## src/hdl/hvd_pkg.sv

```systemverilog
package hvd_pkg;

	// Widths of the CORDIC datapath.
	localparam int XW = 33;
	localparam int ZW = 34;
	localparam int RW = 34;
	localparam int SQ_STAGES = 31;
	localparam int SQ_NW = 2 * SQ_STAGES;
	localparam int RADIUS_W = 13;
	localparam int DIST_W = 23;
	localparam int ANGLE_FRAC_BITS_DEF = 16;
	localparam int CORDIC_STAGES_DEF = 20;

	// Angles are degrees times 2^24.
	localparam logic signed [63:0] DEG_HALF_TURN = 64'sd3019898880;
	localparam logic signed [63:0] DEG_FULL_TURN = 64'sd6039797760;
	localparam logic signed [63:0] DEG_QUARTER = 64'sd1509949440;
	localparam logic signed [XW-1:0] CORDIC_GAIN = XW'(64'sd652032874);
	localparam logic [26:0] RAD_PER_DEG_Q32 = 27'd74961321;
	localparam logic [30:0] Q30_ONE = 31'h4000_0000;
	localparam logic [DIST_W-1:0] OUT_MAX = {DIST_W{1'b1}};
	localparam logic [RADIUS_W-1:0] RADIUS_RESET = 13'd6371;

	typedef logic signed [XW-1:0] xy_t;
	typedef logic signed [ZW-1:0] ang_t;

	function automatic logic [31:0] atan_deg24(input logic [4:0] idx);
		logic [31:0] v;
		case (idx)
			5'd0: v = 32'd754974720;
			5'd1: v = 32'd445687602;
			5'd2: v = 32'd235489088;
			5'd3: v = 32'd119537938;
			5'd4: v = 32'd60000934;
			5'd5: v = 32'd30029717;
			5'd6: v = 32'd15018523;
			5'd7: v = 32'd7509720;
			5'd8: v = 32'd3754917;
			5'd9: v = 32'd1877466;
			5'd10: v = 32'd938734;
			5'd11: v = 32'd469367;
			5'd12: v = 32'd234684;
			5'd13: v = 32'd117342;
			5'd14: v = 32'd58671;
			5'd15: v = 32'd29335;
			5'd16: v = 32'd14668;
			5'd17: v = 32'd7334;
			5'd18: v = 32'd3667;
			5'd19: v = 32'd1833;
			5'd20: v = 32'd917;
			5'd21: v = 32'd458;
			5'd22: v = 32'd229;
			5'd23: v = 32'd115;
			5'd24: v = 32'd57;
			5'd25: v = 32'd29;
			5'd26: v = 32'd14;
			5'd27: v = 32'd7;
			5'd28: v = 32'd4;
			5'd29: v = 32'd2;
			5'd30: v = 32'd1;
			default: v = 32'd0;
		endcase
		return v;
	endfunction

endpackage

```

## src/hdl/hvd_vec_cell.sv

```systemverilog
module hvd_vec_cell #(
	parameter int STAGE = 0
) (
	input  logic          clk,
	input  logic          en,
	input  hvd_pkg::xy_t  x_in,
	input  hvd_pkg::xy_t  y_in,
	input  hvd_pkg::ang_t z_in,
	output hvd_pkg::xy_t  x_out,
	output hvd_pkg::xy_t  y_out,
	output hvd_pkg::ang_t z_out
);

	localparam hvd_pkg::ang_t ATAN = hvd_pkg::ZW'(hvd_pkg::atan_deg24(5'(STAGE)));

	hvd_pkg::xy_t dx;
	hvd_pkg::xy_t dy;

	assign dx = y_in >>> STAGE;
	assign dy = x_in >>> STAGE;

	// Drive y towards zero, accumulating the angle turned through.
	always_ff @(posedge clk) begin
		if (en) begin
			if (y_in > 0) begin
				x_out <= x_in + dx;
				y_out <= y_in - dy;
				z_out <= z_in + ATAN;
			end else begin
				x_out <= x_in - dx;
				y_out <= y_in + dy;
				z_out <= z_in - ATAN;
			end
		end
	end

endmodule

```

## config.mk

```make
export PLATFORM = sky130hd
export DESIGN_NAME = hvd_vec_cell
export DESIGN_NICKNAME = d
export VERILOG_FILES = /design/src/hdl/hvd_pkg.sv /design/src/hdl/hvd_vec_cell.sv
export SDC_FILE = /design/constraint.sdc
export NUM_CORES = 1
export LEC_CHECK = 0
export BUFFER_PORTS_ARGS = -buffer_cell sky130_fd_sc_hd__buf_2
export CAP_MARGIN = 0
export CELL_PAD_IN_SITES_DETAIL_PLACEMENT = 0
export CELL_PAD_IN_SITES_GLOBAL_PLACEMENT = 2
export CORE_AREA = 2 2 172 174
export CTS_CLUSTER_SIZE = 20
export DETAILED_ROUTE_END_ITERATION = 8
export DIE_AREA = 0 0 174 176
export GPL_TIMING_DRIVEN = 0
export PLACE_DENSITY_LB_ADDON = 0.1
export SKIP_LAST_GASP = 1
export SLEW_MARGIN = 10
export SYNTH_ARGS = -nofsm -noshare
export SYNTH_HDL_FRONTEND = slang
export SYNTH_SLANG_ARGS = --single-unit
```

## constraint.sdc

```tcl
create_clock -name clk -period 4.6 [get_ports clk]
set_clock_uncertainty 0.15 [all_clocks]
set_input_delay 0.23 -clock clk [delete_from_list [all_inputs] [get_ports clk]]
set_output_delay 0.23 -clock clk [all_outputs]
set_load 0.02 [all_outputs]
```

==> results.txt, run 1 <==
The adder-cell share of the synthesized area came out at 14.8%. The multiplexer share of the synthesized area came out at 0.536%. The wire length of the first global-routing pass came out at between 50000 and 60000 um. The number of enable flip-flop cells after synthesis is 99.

The stage delay of the slowest cell on the critical path came out at 0.42 ns. The kind of cell adding the most delay to the critical path is simple AND/OR/NAND/NOR gates. Summing the areas of all and, or, nand and nor instances in the mapped netlist gives 15.7% of the synthesized area. The normalized max-slew margin came out at around 26%. The total standard cell area after synthesis came out at 0.00934 mm^2. For this run, design rule violations remaining after detail routing come to 0. The count of buffers from port buffering came out at 201. CTS placed an instance of sky130_fd_sc_hd__clkbuf_16 at the clock tree root.

The internal power is about 0.0021 W. After layout, the worst path uses around nine tenths of the clock period. The data arrival time at the worst-slack endpoint came out at 4.08 ns. The maximum clock path buffer count came out at 2. The y dimension of the die is 176 um.

The number of buffer and inverter instances along the worst setup path is 4. The post-synthesis cell type count is slightly above 70. The worst hold-check slack is 0.0274 ns.

The final routed wire length divided by cell count came out at between 20 and 25 um. The required time of the critical path came out at ~4.6 ns. The clock drives 99 sinks. The overall die width is 174 um. The number of nets handed over by synthesis was 1298.

The total net switching power came out at between 0.001 and 0.0015 W. The total routing resource utilization after global routing is 24.0%. The placer's final routability congestion estimate came out at approximately 0.90.

The initial detailed-routing violation count came out at 708. The count of final hold-check violations is 0. The library cells used most frequently in the layout, excluding fill and tap cells, are 206 x sky130_fd_sc_hd__buf_2, 129 x sky130_fd_sc_hd__a21oi_1, 105 x sky130_fd_sc_hd__inv_1. The largest net degree at the start of global routing is 62.

After detailed routing, the number of vias per cell comes to 5.42. The switching share of power is 38.6%. The count of warnings emitted by yosys came out at 0. STA classifies the critical path startpoint as an input pin.

The leakage power summed over all cells is about 5 nW. For the pin with the worst max-slew slack, the measured transition is 1.11 ns. The signal on the critical path passes through buf_2 > nor4_4 > nand4_1 > nor2_1 > or2_2 > clkbuf_1 > inv_2 > clkbuf_4 > ha_1 > nor2b_1 > o21ai_0 > a21boi_0 > o21ai_0 > nand2b_1 > a21o_1 > a21oi_1 > xnor2_1. The net count of the finished layout is 1533. The signed area change from the synthesized netlist to the final layout came out at 22.6%. The tightest min-delay check is of the input pin to register type.

Setup repair after global routing left no endpoint under its margin. The total inserted antenna cells came out at 0. The max-capacitance violation count is 0. The number of buffers inserted by post-CTS setup repair is 0.

The final design area excluding fillers came out at 0.0114 mm^2. The fill cell total of the finished layout is between 3k and 4k. Synthesis inferred 99 register bits. The dominant combinational cell family by area after synthesis is compound AO/OA/AOI/OAI gates. The flip-flop cell with the highest count after synthesis is sky130_fd_sc_hd__edfxtp_1.

The largest fanout of any net on the critical path is 15. The synthesized area per cell is 8.58 um^2. The sequential area share after synthesis came out at 31.8%. The synthesized netlist devotes 24.0% of its cell area to compound gates. The share of total power in combinational logic is about two fifths. Timing would allow up to 243 MHz.

By instance count, the cell type seen most on the critical path is sky130_fd_sc_hd__o21ai_0. Summed over all layers, the routed wires come to 37300 um. The total congestion overflow came out at 0. The clock-pin slew reported for the worst setup and hold paths after clock tree synthesis came out at 0.07 ns. The final core utilization came out at 40.1%.

The slowest stage of the critical path belongs to the cell sky130_fd_sc_hd__nor4_4. Setup violations remaining at the end of the flow were counted as 0. The routed design could run at a clock period as short as 4.12 ns. The share of total power dissipated in the clock network is 25.8%. The worst setup path is captured at a register.

Of the cells placed in the final design, the portion with a size suffix greater than 1 is 18.8%. The standard-cell row count is 62. The half-perimeter wire length of the detailed placement result is 29400 um. The total power per unit cell area came out at 302 mW/mm^2. The total die area is about 0.031 mm^2.

The count of H-tree levels built during CTS came out at 3. The library cell used most frequently in the layout, excluding fill and tap cells, is sky130_fd_sc_hd__buf_2. The number of nets with antenna violations after detailed routing came out at 0.

The initial cell density of the core is 32.7%. The proportion of synthesized flip-flops having asynchronous set or reset came out at 0%. The number of antenna violations at the first check in global routing is 0. The number of pins exceeding their max-slew limit in the final report is 0.

The run finished with clean final reports. The number of standard cells after synthesis is 1088. The length of the first detailed-routing pass in iterations came out at 5.

The relative contribution of sequential cells to total power came out at approximately 35%. During I/O placement, the number of pins put on the boundary was 202. TritonCTS created 9 clock buffers.

The critical path in this run is classified as input pin to register. The parity-gate share of the synthesized area counting xor and xnor cells is under 10%. The routed layout has 9284 vias. The via count of the first global-routing pass came to 8915.

The peak supply drop is 0.143 mV. TritonCTS built the clock tree. The floorplan step defined a core boundary enclosing 0.0285 mm^2. The placed instance area is around 0.011 mm^2.
-- final cells by class --
type / instances / area [um^2] / share of cell area (%)
well taps: 384 / 480 / 4.20
multi-input cells: 832 / 5760 / 50.4
repair buffers: 226 / 1280 / 11.2
clock buffers: 10 / 229 / 2.00
inverters: 108 / 405 / 3.54
flip-flops and latches: 99 / 2970 / 26.0
plain buffers: 47 / 219 / 1.91
clock inverters: 6 / 97.6 / 0.853
-- kinds of logic (layout without fill, tap and decap cells) --
group / Yosys count / after routing
AO/OA/AOI/OAI: 359 / 359
AND/OR/NAND/NOR: 292 / 292
buffers and inverters: 157 / 397
adder cells (fa/ha/maj): 108 / 108
flip-flops: 99 / 99
XOR/XNOR: 68 / 68
multiplexers: 5 / 5
-- through the flow --
stage                     worst slack [ns]  TNS (ns)  instances  total power (W)
after floorplan                       1.12         0       1088          0.00207
after global placement              -0.934     -3.81       1673          0.00256
after detailed placement            -0.875     -3.46       1674          0.00256
after CTS                          0.00943         0       1713          0.00347
after global routing                 0.246         0       1712          0.00363
final                                0.484         0       1712          0.00346
-- power groups by stage --
stage	logic [W]	clock network, W	registers (W)
detailed placement	0.00134	0	0.00121
CTS	0.00136	0.000911	0.00120
global placement	0.00134	0	0.00122
global route	0.00149	0.000942	0.00121
floorplan	0.000676	0	0.00139
finish	0.00137	0.000891	0.00119
-- final timing paths --
check             cells after the start         to     start  slack (ns)
setup / recovery                     17  z_out[32]   y_in[8]        0.48
hold / removal                        2  z_out[24]  z_in[24]        0.03
-- synthesized netlist by cell type, types with 7 or more instances --
cell type	count	area [um^2]
sky130_fd_sc_hd__a21oi_1	129	646
sky130_fd_sc_hd__inv_1	105	394
sky130_fd_sc_hd__nand3_1	20	100
sky130_fd_sc_hd__nand2b_1	13	81.3
sky130_fd_sc_hd__a21o_1	18	135
sky130_fd_sc_hd__o211ai_1	8	60.1
sky130_fd_sc_hd__buf_1	9	33.8
sky130_fd_sc_hd__nor2_1	87	327
sky130_fd_sc_hd__a31oi_1	11	68.8
sky130_fd_sc_hd__nor2b_1	12	75.1
sky130_fd_sc_hd__a211oi_1	14	105
sky130_fd_sc_hd__edfxtp_1	99	2970
sky130_fd_sc_hd__o21ai_0	81	405
sky130_fd_sc_hd__nor4_1	24	150
sky130_fd_sc_hd__ha_1	104	1300
sky130_fd_sc_hd__o31ai_1	9	67.6
sky130_fd_sc_hd__nor3_1	23	115
sky130_fd_sc_hd__a311oi_1	7	61.3
sky130_fd_sc_hd__xnor2_1	58	508
sky130_fd_sc_hd__nand4_1	16	100
sky130_fd_sc_hd__nand2_1	55	206
sky130_fd_sc_hd__clkbuf_1	27	101
sky130_fd_sc_hd__o21bai_1	23	173
sky130_fd_sc_hd__o22ai_1	7	43.8
sky130_fd_sc_hd__xor2_1	10	87.6
-- repair_timing --
action | in CTS | in global routing
setup endpoints to repair | 4 | 2
hold endpoints to repair | 24 | 0
resized for setup | 4 | 3
hold buffers | 24 | 0
-- state kept, by name, summed over array words and instances (netlist names) --
signal / count
x_out: 33
y_out: 32
z_out: 34
-- metal layers --
metal / vias up / part of all wire (%) / global-route usage, %
met5: - / 0 / 0
met4: 0 / 1.5 / 5.50
met3: 33 / 6.0 / 3.21
met2: 352 / 46 / 39.1
met1: 4461 / 47 / 33.8
li1: 4438 / - / -
(Power assumes the default switching activity.)
==> run 2: changes to the inputs <==
Settings changed: CORE_AREA 2 2 172 174 to 2 2 165 167, CTS_CLUSTER_SIZE 20 to 30, DIE_AREA 0 0 174 176 to 0 0 167 169, SKIP_CTS_REPAIR_TIMING set to 1.
Clock period 4.6 ns to 4.85 ns, I/O delays scaled along.
==> run 2 against run 1 <==
Cell count fell by 2.5%. Hold slack improved by 0.0090 ns. Clock-buffer cell count fell by 1. Non-clock buffer count rose by 1. Power fell by 6.3%. Via count fell by 0.48%. Setup slack got worse by 0.11 ns. Combinational power fell by 6%. Global-route usage rose by 1.5 points. Sequential power fell by 5%. Core utilization rose by 2.8 points.
==> results.txt, run 2 (synthesized netlist as in run 1, its figures left out) <==
Once placement finished, the instance area stood at 0.0108 mm^2. Counting the buffers created by CTS gives 9. In the final routed layout, each cell accounts on average for 21.9 um. The total routed wirelength is approximately 37000 um. In this run the core area contains 60 standard-cell rows.

The number of pins exceeding their max-slew limit in the final report was 0. The number of antenna violations at the first check in global routing came to 0. The total power per unit cell area is 285 mW/mm^2.

The first global-routing pass estimated 54700 um of wire. Data on the critical path is required at its endpoint by 4.82 ns. The count of final hold-check violations was 0. The number of flip-flops under the largest register name is 34. Fill cells in the final layout number 2810.

For this run, the share of the core covered by cells in the final layout is 42.9%. The placer's final routability congestion estimate came out at approximately 0.92. The critical path is of the input pin to register type.

The worst hold path class is input pin to register. The library cell used most frequently in the layout, excluding fill and tap cells, is sky130_fd_sc_hd__buf_2. Once detail routing completed, the nets flagged for antenna violations numbered 0. Ranked by flip-flop count, first place goes to z_out. Along the worst path, the maximum fanout reaches 13. Prior to clock tree synthesis, the placed netlist has a worst setup slack of -0.719 ns. The total overflow left after global routing is 0. The area of the core came out at 0.0265 mm^2. The length of the first detailed-routing pass in iterations came out at 5. STA classifies the critical path endpoint as a register. Compared with the post-synthesis result, the final layout area differs by 21.7%. The peak supply drop came out at 0.144 mV.

The average vias per placed instance is 5.53. The root buffer cell chosen for the clock tree is sky130_fd_sc_hd__clkbuf_16. TritonCTS built the clock tree. The final critical path time including I/O delays and setup is 4.47 ns. Dividing the final minimum period by the clock period gives 92.2%. The y dimension of the die came out at 169 um. The total of endpoints with negative setup slack in the final report is 0. The routed layout has a little over 9k vias. STA classifies the critical path startpoint as an input pin. The initial detailed-routing violation count is 776. The net count of the finished layout came out at between 1.5k and 2k. In the layout the commonest cells are 207 x sky130_fd_sc_hd__buf_2, 129 x sky130_fd_sc_hd__a21oi_1, 105 x sky130_fd_sc_hd__inv_1. The top-level port count is between 200 and 250. For the pin with the worst max-slew slack, the measured transition is 1.11 ns.

The maximum clock path buffer count is 2. CTS built an H-tree with a depth of 3. The final design area excluding fillers came out at 0.0114 mm^2. Measured along the x axis, the die boundary spans 167 um.

The run finished with clean final reports. The clock net sink count is between 90 and 100. The normalized max-slew margin came out at 26.1%. Entering global routing, the biggest net connects 62 pins. The initial cell density of the core is roughly a third.

The total power after layout is approximately 0.0032 W. The via count of the first global-routing pass is 8858. The half-perimeter wire length of the detailed placement result came out at 28900 um. The maximum clock frequency came out at 224 MHz. Input and output buffers added on the ports amount to 201. The largest registers in the layout are z_out: 34 flops, x_out: 33 flops, y_out: 32 flops. The final critical-path setup slack is 0.378 ns. The number of antenna diodes in the final layout is 0.

The fraction of layout cells with a size suffix above 1 came out at 18.7%. The clock-pin slew reported for the worst setup and hold paths after clock tree synthesis came out at roughly 0.08 ns. In the routed design, unresolved DRC markers number 0. The max-capacitance violation count is 0. The total routing resource utilization after global routing came out at 25.5%. The leakage power summed over all cells came out at roughly 4.9 nW. The total die area is approximately 0.028 mm^2.

Setup repair after global routing left no endpoint under its margin. The data arrival time at the worst-slack endpoint is 4.44 ns.
## run 2: through the flow
stage	cells	TNS (ns)	hold WS [ns]
CTS	1647	-0.714	-0.109
global route	1670	0	0.0464
floorplan	1088	0	0.191
global placement	1630	-2.56	0.269
finish	1670	0	0.0365
detailed placement	1631	-2.55	0.271
## run 2: layout make-up
class / instances / area, um^2 / share of cell area [%]
Tap cell: 341 / 427 / 3.76
Buffer: 48 / 220 / 1.94
Clock buffer: 9 / 225 / 1.98
Sequential cell: 99 / 2970 / 26.2
Inverter: 108 / 405 / 3.57
Multi-Input combinational cell: 832 / 5740 / 50.5
Timing Repair Buffer: 226 / 1280 / 11.2
Clock inverter: 7 / 92.6 / 0.815
## run 2: worst max-delay path, stage by stage
cell and delay, ns:
sky130_fd_sc_hd__buf_2 0.14, sky130_fd_sc_hd__nor4_2 0.55, sky130_fd_sc_hd__nand4_1 0.34, sky130_fd_sc_hd__nor2_1 0.18
sky130_fd_sc_hd__or2_2 0.12, sky130_fd_sc_hd__clkbuf_1 0.33, sky130_fd_sc_hd__inv_2 0.12, sky130_fd_sc_hd__clkbuf_1 0.36
sky130_fd_sc_hd__buf_2 0.42, sky130_fd_sc_hd__ha_1 0.39, sky130_fd_sc_hd__a21oi_1 0.22, sky130_fd_sc_hd__o21ai_0 0.11
sky130_fd_sc_hd__a21oi_1 0.22, sky130_fd_sc_hd__o21ai_0 0.19, sky130_fd_sc_hd__a21o_1 0.22, sky130_fd_sc_hd__a21oi_1 0.18
sky130_fd_sc_hd__xnor2_1 0.09
## run 2: where the power goes
part	internal [W]	switching [W]	leakage (nW)
Combinational	0.000446	0.000847	3.74
Sequential	0.00111	0.0000277	0.969
Clock	0.000417	0.000395	0.156
Total	0.00197	0.00127	4.87
## run 2: worst paths after layout
check	slack [ns]	start	endpoint	depth (start not counted)
max	0.38	y_in[31]	z_out[33]	17
min	0.04	z_in[24]	z_out[24]	2
## run 2: layer usage
layer,global-route usage (%),vias up,share of wire [%]
li1,-,4437,-
met1,35.7,4443,46
met2,41.7,314,46
met3,3.44,45,5.6
met4,6.00,0,1.8
met5,0,-,0
==> run 3: changes to the inputs <==
Settings changed: CELL_PAD_IN_SITES_DETAIL_PLACEMENT 0 to 1, CELL_PAD_IN_SITES_GLOBAL_PLACEMENT 2 to 1, CORE_AREA 2 2 165 167 to 2 2 156 158, DIE_AREA 0 0 167 169 to 0 0 158 160.
==> run 3 against run 2 <==
Sequential power hardly changed. Global-route usage up 3.3 points. Largest power group unchanged. Hold slack better by 0.0039 ns. Routed wire length is 0.95% higher. Core utilization increased by 4.6 points. Power shrank 2.1%. Combinational power is essentially flat. Die area is 10% lower. Via count increased by 3.2%.
==> results.txt, run 3 (synthesized netlist as in run 1, its figures left out) <==
The largest fanout of any net on the critical path is 13. The worst setup path is launched from an input pin. The run finished with clean final reports. The average vias per placed instance came out at 5.77. The top cell types in the final layout, fill and taps aside, are 207 x sky130_fd_sc_hd__buf_2, 129 x sky130_fd_sc_hd__a21oi_1, 105 x sky130_fd_sc_hd__inv_1. The number of flip-flops under the largest register name is 34. For the worst setup path, the data required time is 4.81 ns.

The worst setup path is captured at a register. The final period utilization is 93.6%. The via count of the first global-routing pass is between 9k and 10k.

The total routing resource utilization after global routing is 28.7%. In this run the power density over the cells is between 200 and 300 mW/mm^2. On the critical path, the stage with the largest delay is an instance of sky130_fd_sc_hd__nor4_2. Setup repair after global routing left no endpoint under its margin. In this run the clock root is driven by a sky130_fd_sc_hd__clkbuf_16.

Across all layers, the routed design uses 9534 vias. The number of antenna violations at the first check in global routing is 0. In this run the deepest clock path goes through 2 buffers. On the worst path, the slowest cell contributes a delay of approximately 0.58 ns. The number of pins exceeding their max-slew limit in the final report came out at 0. The number of nets with antenna violations after detailed routing is 0. The final critical path time including I/O delays and setup came out at 4.54 ns. The half-perimeter wire length of the detailed placement result is 29100 um. The normalized max-slew margin came out at 29.2%. In this run the static leakage power is around 4.8 nW. The data arrival time at the worst-slack endpoint came out at 4.50 ns. The total inserted antenna cells is 0. The tightest min-delay check is of the input pin to register type. The most frequent standard cell in the layout excluding fill and tap cells is sky130_fd_sc_hd__buf_2. The path type of the worst setup path is input pin to register. The initial cell density of the core is 39.2%. The total routed wirelength is 36900 um. At the end of routability-driven placement, the weighted congestion stood at 0.919.

The clock net sink count is 99. The area growth from synthesis to layout is 21.2%. TritonCTS built the clock tree. TritonCTS created 9 clock buffers.

The initial detailed-routing violation count came out at 681. The cell repeated most along the worst path is sky130_fd_sc_hd__a21oi_1. The clock-pin slew reported for the worst setup and hold paths after clock tree synthesis came out at 0.08 ns. Setup violations remaining at the end of the flow were counted as 0.

In this run the power spent charging and discharging nets is around 0.0013 W. The signal on the critical path passes through buf_2 > nor4_2 > nand4_1 > nor2_1 > or2_2 > clkbuf_1 > inv_2 > clkbuf_1 > buf_2 > ha_1 > a21oi_1 > o21ai_0 > a21oi_1 > o21ai_0 > a21o_1 > a21oi_1 > xnor2_1. After the last flow step, the layout net total stands at ~1.5k.

The fill cell total of the finished layout is approximately 3.0k. The max-capacitance violation count is 0. The sum of negative setup slack came out at 0 ns. In the final routed layout, each cell accounts on average for 22.3 um. The area of the core came out at 0.0238 mm^2.

The count of final hold-check violations is 0. The total power after layout is around 0.0032 W. The top register by number of flip-flops is z_out. The largest registers in the layout are z_out: 34 flops, x_out: 33 flops, y_out: 32 flops. The total congestion overflow is 0.

The length of the first detailed-routing pass in iterations came out at 5. The transition time at the pin with the least slew margin came out at ~1.1 ns. In this run the horizontal extent of the chip is roughly 160 um. Registers are responsible for a little over a third of the overall power. IR analysis of the VDD net gives a maximum drop of approximately 0.14 mV. The standard-cell row count is 57. The wire length of the first global-routing pass came out at 55000 um. Cell internal power was estimated by the tool at 0.00191 W.

The count of H-tree levels built during CTS is 3. The switching share of power came out at 39.7%. The maximum clock frequency is 220 MHz. During placement, the flow inserted port buffers numbering 201. After detailed routing, the number of remaining DRC violations is 0.

The total die area came out at approximately 0.025 mm^2. The y dimension of the die is 160 um. The fraction of power consumed by the clock network came out at 23.1%.

The top-level port count came out at around 200. The share of total power in combinational logic is 41.1%. The largest net degree at the start of global routing is 67. Of the cells placed in the final design, the portion with a size suffix greater than 1 is 18.7%.
run 3: per-stage QoR:
stage               hold WS, ns  instance area [um^2]  cells  utilization (%)  setup WS, ns
detailed placement        0.271                 10800   1614             45.2        -0.508
CTS                      -0.109                 11100   1630             46.4        -0.147
global route             0.0651                 11300   1653             47.5       0.00780
finish                   0.0403                 11300   1653             47.5         0.308
floorplan                 0.191                  9340   1088                -          1.35
global placement          0.269                 10700   1613             45.1        -0.472
run 3: critical path, delay by kind of cell:
kind / cells / cell delay, ns
AOI/OAI and AO/OA: 6 / 1.13
adders and majority gates: 1 / 0.39
xor gates and xnor gates: 1 / 0.09
buffers and inverters: 5 / 1.40
and+or+nand+nor: 4 / 1.25
run 3: power by group through the flow:
stage	Combinational (W)	Sequential (W)	Clock, W
final	0.00130	0.00113	0.000732
after global routing	0.00141	0.00115	0.000770
after CTS	0.00128	0.00114	0.000749
after detailed placement	0.00127	0.00115	0
after global placement	0.00125	0.00115	0
after floorplan	0.000641	0.00132	0
run 3: final cells by class:
type / instances / area [um^2] / share of cell area (%)
multi-input combinational: 832 / 5750 / 50.8
sequential: 99 / 2970 / 26.3
timing repair buffer: 226 / 1280 / 11.3
inverter: 108 / 405 / 3.58
tap: 324 / 405 / 3.58
clock buffer: 10 / 229 / 2.02
buffer: 48 / 220 / 1.95
clock inverter: 6 / 56.3 / 0.498
run 3: per-layer routing:
layer / vias to the layer above / GRT usage [%] / share of wire [%] / routed length, um
met5: - / 0 / 0 / 0
met4: 0 / 7.53 / 2.2 / 809
met1: 4663 / 38.5 / 43 / 16100
met2: 366 / 47.5 / 47 / 17500
li1: 4439 / - / - / -
met3: 66 / 5.37 / 7.0 / 2580
run 3: final timing paths:
| check | from | endpoint | slack [ns] | cells after the start |
|---|---|---|---|---|
| min | z_in[24] | z_out[24] | 0.04 | 2 |
| max | y_in[31] | z_out[33] | 0.31 | 17 |
